<file path="config.mk">
export PLATFORM = sky130hd
export DESIGN_NAME = bounded_double_ended_list
export DESIGN_NICKNAME = d
export VERILOG_FILES = /design/src/rtl/bdel_pkg.sv /design/src/rtl/bounded_double_ended_list.sv
export SDC_FILE = /design/constraint.sdc
export NUM_CORES = 1
export LEC_CHECK = 0
export BUFFER_PORTS_ARGS = -buffer_cell sky130_fd_sc_hd__buf_4
export CORE_ASPECT_RATIO = 0.6
export CORE_MARGIN = 2
export CORE_UTILIZATION = 45
export CTS_CLUSTER_DIAMETER = 40
export DETAILED_ROUTE_END_ITERATION = 10
export PLACE_DENSITY_LB_ADDON = 0.3
export SETUP_SLACK_MARGIN = 0.1
export SYNTH_ARGS = -nofsm -noshare
export SYNTH_HDL_FRONTEND = slang
export SYNTH_SLANG_ARGS = --single-unit
</file>
<file path="constraint.sdc">
create_clock -name clock -period 4.1 [get_ports clock]
set_input_delay 0 -clock clock [delete_from_list [all_inputs] [get_ports clock]]
set_output_delay 0 -clock clock [all_outputs]
set_load 0.02 [all_outputs]
</file>
<file path="src/rtl/bdel_pkg.sv">
`default_nettype none
// ----------------------------------------------------------------------------
// bdel_pkg
// Shared sizes, request and status codes, and word types for the bounded
// double-ended list.
// ----------------------------------------------------------------------------
package bdel_pkg;

   localparam int DEPTH      = 16;
   localparam int VALUE_BITS = 32;
   localparam int IDX_BITS   = $clog2(DEPTH);
   localparam int CNT_BITS   = $clog2(DEPTH + 1);

   localparam logic [CNT_BITS:0]   DEPTH_EXT = (CNT_BITS + 1)'(DEPTH);
   localparam logic [CNT_BITS-1:0] CNT_FULL  = CNT_BITS'(DEPTH);
   localparam logic [CNT_BITS-1:0] CNT_ONE   = CNT_BITS'(1);
   localparam logic [IDX_BITS-1:0] IDX_LAST  = IDX_BITS'(DEPTH - 1);

   // request codes
   localparam logic [2:0] OP_PUSH_FRONT = 3'd0;
   localparam logic [2:0] OP_PUSH_BACK  = 3'd1;
   localparam logic [2:0] OP_POP_FRONT  = 3'd2;
   localparam logic [2:0] OP_POP_BACK   = 3'd3;
   localparam logic [2:0] OP_FIND       = 3'd4;
   localparam logic [2:0] OP_CLEAR      = 3'd5;
   localparam logic [2:0] OP_DROP_BACK  = 3'd6;

   // status codes
   localparam logic [1:0] STAT_OK    = 2'd0;
   localparam logic [1:0] STAT_FULL  = 2'd1;
   localparam logic [1:0] STAT_EMPTY = 2'd2;
   localparam logic [1:0] STAT_MISS  = 2'd3;

   typedef struct packed {
      logic [2:0]                   req_type;
      logic signed [VALUE_BITS-1:0] item_value;
      logic [CNT_BITS-1:0]          drop_count;
   } request_type;

   typedef struct packed {
      logic [1:0]                   status;
      logic signed [VALUE_BITS-1:0] out_value;
      logic                         value_valid;
      logic [IDX_BITS-1:0]          found_position;
      logic [CNT_BITS-1:0]          entry_total;
      logic                         list_empty;
   } response_type;

   // slot index of a position counted from the front, offset below DEPTH
   function automatic logic [IDX_BITS-1:0] ring_add(input logic [IDX_BITS-1:0] base,
                                                    input logic [CNT_BITS-1:0] offset);
      logic [CNT_BITS:0] sum;
      sum = (CNT_BITS + 1)'(base) + (CNT_BITS + 1)'(offset);
      if (sum >= DEPTH_EXT) begin
         sum = sum - DEPTH_EXT;
      end
      return sum[IDX_BITS-1:0];
   endfunction

endpackage

`default_nettype wire

</file>
<file path="src/rtl/bounded_double_ended_list.sv">
`default_nettype none
// accept to rsp_valid: push, clear, no-op, drop on empty and refused requests go
//   straight to the done state; pops and drops that read the new end entry pass the
//   read state; find walks the scan state to a hit or the last entry (none if empty)
// done waits for a free output register; a new request is taken only once the previous
//   result enters that register, so requests never overlap; find scans one slot per cycle
// synchronous reset empties the list; slot contents are kept undefined
// ----------------------------------------------------------------------------
// bounded_double_ended_list
// Ring of value slots in a one-port-read, one-port-write memory, with a front
// index and an entry count; push/pop at both ends, find, clear, drop from back.
// ----------------------------------------------------------------------------
module bounded_double_ended_list (
   input  wire                    clock,
   input  wire                    reset,
   input  wire                    req_valid,
   output logic                   req_ready,
   input  bdel_pkg::request_type  req_data,
   output logic                   rsp_valid,
   input  wire                    rsp_ready,
   output bdel_pkg::response_type rsp_data
);
   import bdel_pkg::*;

   localparam logic [1:0] S_IDLE = 2'd0;
   localparam logic [1:0] S_READ = 2'd1;
   localparam logic [1:0] S_SCAN = 2'd2;
   localparam logic [1:0] S_DONE = 2'd3;

   logic [1:0]            state_ff, state_in;
   logic [IDX_BITS-1:0]   front_ff, front_in;
   logic [CNT_BITS-1:0]   count_ff, count_in;
   logic [VALUE_BITS-1:0] key_ff, key_in;
   logic [IDX_BITS-1:0]   chk_pos_ff, chk_pos_in;
   response_type          res_ff, res_in;
   logic                  rsp_valid_ff, rsp_valid_in;
   response_type          rsp_data_ff, rsp_data_in;

   logic [VALUE_BITS-1:0] slot_mem [DEPTH];
   logic                  mem_wr_en;
   logic [IDX_BITS-1:0]   mem_wr_addr;
   logic [VALUE_BITS-1:0] mem_wr_data;
   logic                  mem_rd_en;
   logic [IDX_BITS-1:0]   mem_rd_addr;
   logic [VALUE_BITS-1:0] mem_rd_data_ff;

   logic                  req_fire;
   logic                  rsp_free;
   logic [CNT_BITS-1:0]   cnt_dec;
   logic [CNT_BITS-1:0]   drop_left;

   assign req_ready = (state_ff == S_IDLE);
   assign req_fire  = req_valid && req_ready;
   assign rsp_free  = !rsp_valid_ff || rsp_ready;
   assign rsp_valid = rsp_valid_ff;
   assign rsp_data  = rsp_data_ff;

   assign cnt_dec   = count_ff - CNT_ONE;
   assign drop_left = (req_data.drop_count >= count_ff) ? '0
                                                         : count_ff - req_data.drop_count;

   always_comb begin
      state_in     = state_ff;
      front_in     = front_ff;
      count_in     = count_ff;
      key_in       = key_ff;
      chk_pos_in   = chk_pos_ff;
      res_in       = res_ff;
      rsp_valid_in = rsp_valid_ff && !rsp_ready;
      rsp_data_in  = rsp_data_ff;
      mem_wr_en    = 1'b0;
      mem_wr_addr  = front_ff;
      mem_wr_data  = req_data.item_value;
      mem_rd_en    = 1'b0;
      mem_rd_addr  = front_ff;

      unique case (state_ff)
         S_IDLE: begin
            if (req_fire) begin
               res_in   = '0;
               state_in = S_DONE;
               unique case (req_data.req_type)
                  OP_PUSH_FRONT: begin
                     if (count_ff == CNT_FULL) begin
                        res_in.status = STAT_FULL;
                     end else begin
                        front_in           = (front_ff == '0) ? IDX_LAST
                                                               : front_ff - IDX_BITS'(1);
                        mem_wr_en          = 1'b1;
                        mem_wr_addr        = front_in;
                        count_in           = count_ff + CNT_ONE;
                        res_in.out_value   = req_data.item_value;
                        res_in.value_valid = 1'b1;
                     end
                  end
                  OP_PUSH_BACK: begin
                     if (count_ff == CNT_FULL) begin
                        res_in.status = STAT_FULL;
                     end else begin
                        mem_wr_en          = 1'b1;
                        mem_wr_addr        = ring_add(front_ff, count_ff);
                        count_in           = count_ff + CNT_ONE;
                        res_in.out_value   = req_data.item_value;
                        res_in.value_valid = 1'b1;
                     end
                  end
                  OP_POP_FRONT: begin
                     if (count_ff == '0) begin
                        res_in.status = STAT_EMPTY;
                     end else begin
                        front_in    = ring_add(front_ff, CNT_ONE);
                        count_in    = cnt_dec;
                        mem_rd_addr = front_in;
                        if (cnt_dec != '0) begin
                           mem_rd_en = 1'b1;
                           state_in  = S_READ;
                        end
                     end
                  end
                  OP_POP_BACK: begin
                     if (count_ff == '0) begin
                        res_in.status = STAT_EMPTY;
                     end else begin
                        count_in    = cnt_dec;
                        mem_rd_addr = ring_add(front_ff, cnt_dec - CNT_ONE);
                        if (cnt_dec != '0) begin
                           mem_rd_en = 1'b1;
                           state_in  = S_READ;
                        end
                     end
                  end
                  OP_FIND: begin
                     key_in        = req_data.item_value;
                     res_in.status = STAT_MISS;
                     if (count_ff != '0) begin
                        mem_rd_en   = 1'b1;
                        mem_rd_addr = front_ff;
                        chk_pos_in  = '0;
                        state_in    = S_SCAN;
                     end
                  end
                  OP_CLEAR: begin
                     count_in = '0;
                     front_in = '0;
                  end
                  OP_DROP_BACK: begin
                     if (count_ff != '0) begin
                        count_in    = drop_left;
                        mem_rd_addr = ring_add(front_ff, drop_left - CNT_ONE);
                        if (drop_left != '0) begin
                           mem_rd_en = 1'b1;
                           state_in  = S_READ;
                        end
                     end
                  end
                  default: begin
                  end
               endcase
            end
         end
         S_READ: begin
            res_in.out_value   = mem_rd_data_ff;
            res_in.value_valid = 1'b1;
            state_in           = S_DONE;
         end
         S_SCAN: begin
            if (mem_rd_data_ff == key_ff) begin
               res_in.status         = STAT_OK;
               res_in.out_value      = key_ff;
               res_in.value_valid    = 1'b1;
               res_in.found_position = chk_pos_ff;
               state_in              = S_DONE;
            end else if (CNT_BITS'(chk_pos_ff) == cnt_dec) begin
               state_in = S_DONE;
            end else begin
               // read the next slot while this one is compared
               mem_rd_en   = 1'b1;
               mem_rd_addr = ring_add(front_ff, CNT_BITS'(chk_pos_ff) + CNT_ONE);
               chk_pos_in  = chk_pos_ff + IDX_BITS'(1);
            end
         end
         S_DONE: begin
            if (rsp_free) begin
               rsp_valid_in            = 1'b1;
               rsp_data_in             = res_ff;
               rsp_data_in.entry_total = count_ff;
               rsp_data_in.list_empty  = (count_ff == '0);
               state_in                = S_IDLE;
            end
         end
         default: begin
            state_in = S_IDLE;
         end
      endcase
   end

   always_ff @(posedge clock) begin
      if (reset) begin
         state_ff     <= S_IDLE;
         front_ff     <= '0;
         count_ff     <= '0;
         rsp_valid_ff <= 1'b0;
      end else begin
         state_ff     <= state_in;
         front_ff     <= front_in;
         count_ff     <= count_in;
         rsp_valid_ff <= rsp_valid_in;
      end
   end

   always_ff @(posedge clock) begin
      key_ff      <= key_in;
      chk_pos_ff  <= chk_pos_in;
      res_ff      <= res_in;
      rsp_data_ff <= rsp_data_in;
   end

   always_ff @(posedge clock) begin
      if (mem_wr_en) begin
         slot_mem[mem_wr_addr] <= mem_wr_data;
      end
      if (mem_rd_en) begin
         mem_rd_data_ff <= slot_mem[mem_rd_addr];
      end
   end

endmodule

`default_nettype wire

</file>
==> results.md <==
* Ant. Diodes at 0
* Num CTS Buffers at 73
* Final min period at 4.04 ns
* Clk root buf: clkbuf_16
* Post-synth EDFFs at 664
* Per-cell routed wire length at 25.1 um
* Synthesized flop and latch total at 676
* Most frequent cells in the layout: edfxtp_1, mux2i_1, buf_4, clkbuf_16, nor2_1
* Worst slew margin at 0.326
* Hold Path Class: in -> reg
* Clock transition at the registers of the reported paths at 0.06 ns
* # DRC at 0
* Period utilization at 0.985
* Hold slack at 0.190 ns
* Dpl cells at 2610
* Critical Path Most Common Cell: mux2i_1
* Largest fanout on the critical path at 10
* Die Height at 199 um
* Max Cap Viol at 0
* Grt total ovfl at 0
* Vias in the first global route at 15500
* NumNets Final at 2007
* Sink Count at 676
* Fin area at 0.0344 mm2
* Final Util at 0.548
* Most common cell after layout, fill and taps aside: edfxtp_1
* Total track usage at 0.215
* Area growth from synthesis to layout at 20.5%
* Via Count at 16000
* DP HPWL at 41800 um
* Post-Syn Area at 0.0286 mm2
* Final hold violations at 0
* Worst path arrival time at 4.39 ns
* Top-area cell type share of the netlist area at 0.698
* Routed Antenna Nets at 0
* Starting density of the core at 0.455
* Via density per instance at 5.69
* Unrepaired setup endpoints after global routing: yes
* Clock tree buffer depth at 3
* Synthesized net count at 1744
* Die area at 0.0656 mm2
* # setup viols final at 0
* Family with the most delay on the worst path: adder cells
* CTS tree: done
* CTS H-tree lvls at 3
* Crit. End Element: flop
* Setup CP Type: reg -> reg
* Slowest cell on the critical path: fa_1
* Worst-Margin Slew at 1.01 ns
* Gate Count Post-Synth at 1665
* Crit-path cells: inv_2, ha_4, inv_2, fa_1, nand2_2, ha_4, fa_1, nand2_1, o21ai_2, o22ai_2, a22oi_2, o311ai_4, buf_12, buf_12, mux2i_1, mux2i_1, mux2i_2, buf_4, mux2i_1
* Final WL at 71000 um
* Max Fclk at 0.248 GHz
* Avg Cell Area, Syn at 17.2 um2
* Startpoint Class: flop
* Initial antenna violation count at 0
* P_leak at 11.4 nW
* Largest net degree at the start of global routing at 62
* Placer Congestion at 0.881
* Status: completed
* Worst Skew at 0.0205 ns
* Finished Layout Cells at 2822
* Worst-Skew Late Latency at 0.62 ns
* Primary FF master, synth: edfxtp_1
* Area contributors post-synth: edfxtp_1, mux2i_1, mux4_2, ha_1, xor2_1
* Crit path largest cell delay at 0.57 ns
* Row cnt at 71
* Yosys cell types at 63
* Share of cells above drive strength 1 at 0.222
* Cell taking the most area after synthesis: edfxtp_1
* Dpl cell area at 0.0309 mm2
* CP Buf/Inv Count at 5
* Fill cell count at 4923
* Syn. warnings at 0
* Final slew viol count at 0
* Sequential fraction of the synthesis area at 0.707
* Total power at 0.0237 W
* Register area at 0.0202 mm2
* Core area at 0.0627 mm2
* Max rail drop VDD at 0.000568 V
* IO Pins at 91
* Area taken by multi-input logic gates at 0.00804 mm2
* DRT iter0 DRCs at 1752
* Global-route wire length before repair at 103000 um
* PD cells at 689 mW/mm2
* Post-synth ARST share at 0
* PortBufs at 90
* Drt pass-1 iters at 6
* CP required at 4.45 ns
* Horiz. Die Dim at 329 um
layer usage:
metal / vias to the layer above / track usage / wire length [um]
li1: 7061 / - / -
met1: 8141 / 0.334 / 32800
met2: 740 / 0.307 / 30400
met3: 106 / 0.0394 / 6250
met4: 0 / 0.0589 / 1550
met5: - / 0 / 0
area by class of cell:
type | count | area share
repair buffers | 273 | 0.0782
clock buffers | 86 | 0.0551
flip-flops and latches | 676 | 0.587
inverters | 22 | 0.00240
multi-input cells | 882 | 0.234
well taps | 839 | 0.0305
clock inverters | 44 | 0.0133
cells in the mapped netlist (4+ instances only):
cell type and n:
a31oi_1 4, mux4_2 32, xor2_1 41, nand4_1 8, and3_1 5, xnor2_1 18
nor4_1 8, nand3_1 12, ha_1 30, o211ai_1 4, fa_1 5, nand2_1 47
dfxtp_1 12, o21a_1 4, inv_1 22, nor2_1 88, clkbuf_1 32, a21o_1 9
edfxtp_1 664, o21ai_0 17, buf_12 11, nor2b_1 5, buf_4 8, nor3_1 7
and2_1 7, buf_2 27, mux2i_1 388, a22oi_1 37, a211oi_1 34, o22ai_1 4
a21oi_1 29
worst paths after layout:
| path | slack [ns] | cells after the start | endpoint | start |
|---|---|---|---|---|
| worst max-delay path | 0.06 | 19 | mem_rd_data_ff[9] | count_ff[0] |
| worst min-delay path | 0.19 | 8 | count_ff[0] | req_data[0] |
| worst max register to register | 0.06 | 19 | mem_rd_data_ff[9] | count_ff[0] |
| worst min register to register | 0.41 | 0 | rsp_data[16] | res_ff[16] |
tightest hold or removal path, cell delays in order:
cell	delay, ns
buf_4	0.09
ha_4	0.15
a21oi_2	0.05
inv_2	0.08
buf_4	0.12
nor2_1	0.03
o21ai_0	0.13
a21oi_1	0.10
cell families after synthesis:
family | after synthesis | synth area share
buf+inv | 107 | 0.0240
xor+xnor | 61 | 0.0195
compound gates | 163 | 0.0392
flops | 676 | 0.707
fa+ha+maj | 35 | 0.0166
simple gates | 202 | 0.0326
mux | 421 | 0.162
registers in the layout, summed over array words and instances, names as in the netlist:
signal and count:
res_ff 39, chk_pos_ff 4, slot_mem 512, rsp_data 45
count_ff 5, rsp_valid 1, mem_rd_data_ff 32, key_ff 32
state_ff 2, front_ff 4
report_power, final:
group	internal [W]	leakage [nW]	switching [W]
clock	0.00370	1.12	0.00278
combinational	0.00383	4.13	0.00451
sequential	0.00854	6.14	0.000344
total	0.0161	11.4	0.00763
stage by stage:
step / setup WS (ns) / setup TNS [ns]
after CTS: 0.0678 / 0
after detailed placement: -0.154 / -1.07
after floorplan: 0.122 / 0
final: 0.0616 / 0
after global routing: -0.0848 / -0.841
after global placement: -0.0526 / -0.185
timing repair:
item	in CTS	in global routing
setup endpoints to repair	31	32
pin swaps	2	9
hold buffers	39	0
buffers inserted	11	24
endpoints found under the hold margin	593	0
gates resized for setup	12	38
gates cloned	3	7
Note: power is estimated with default switching activity, not from simulation.
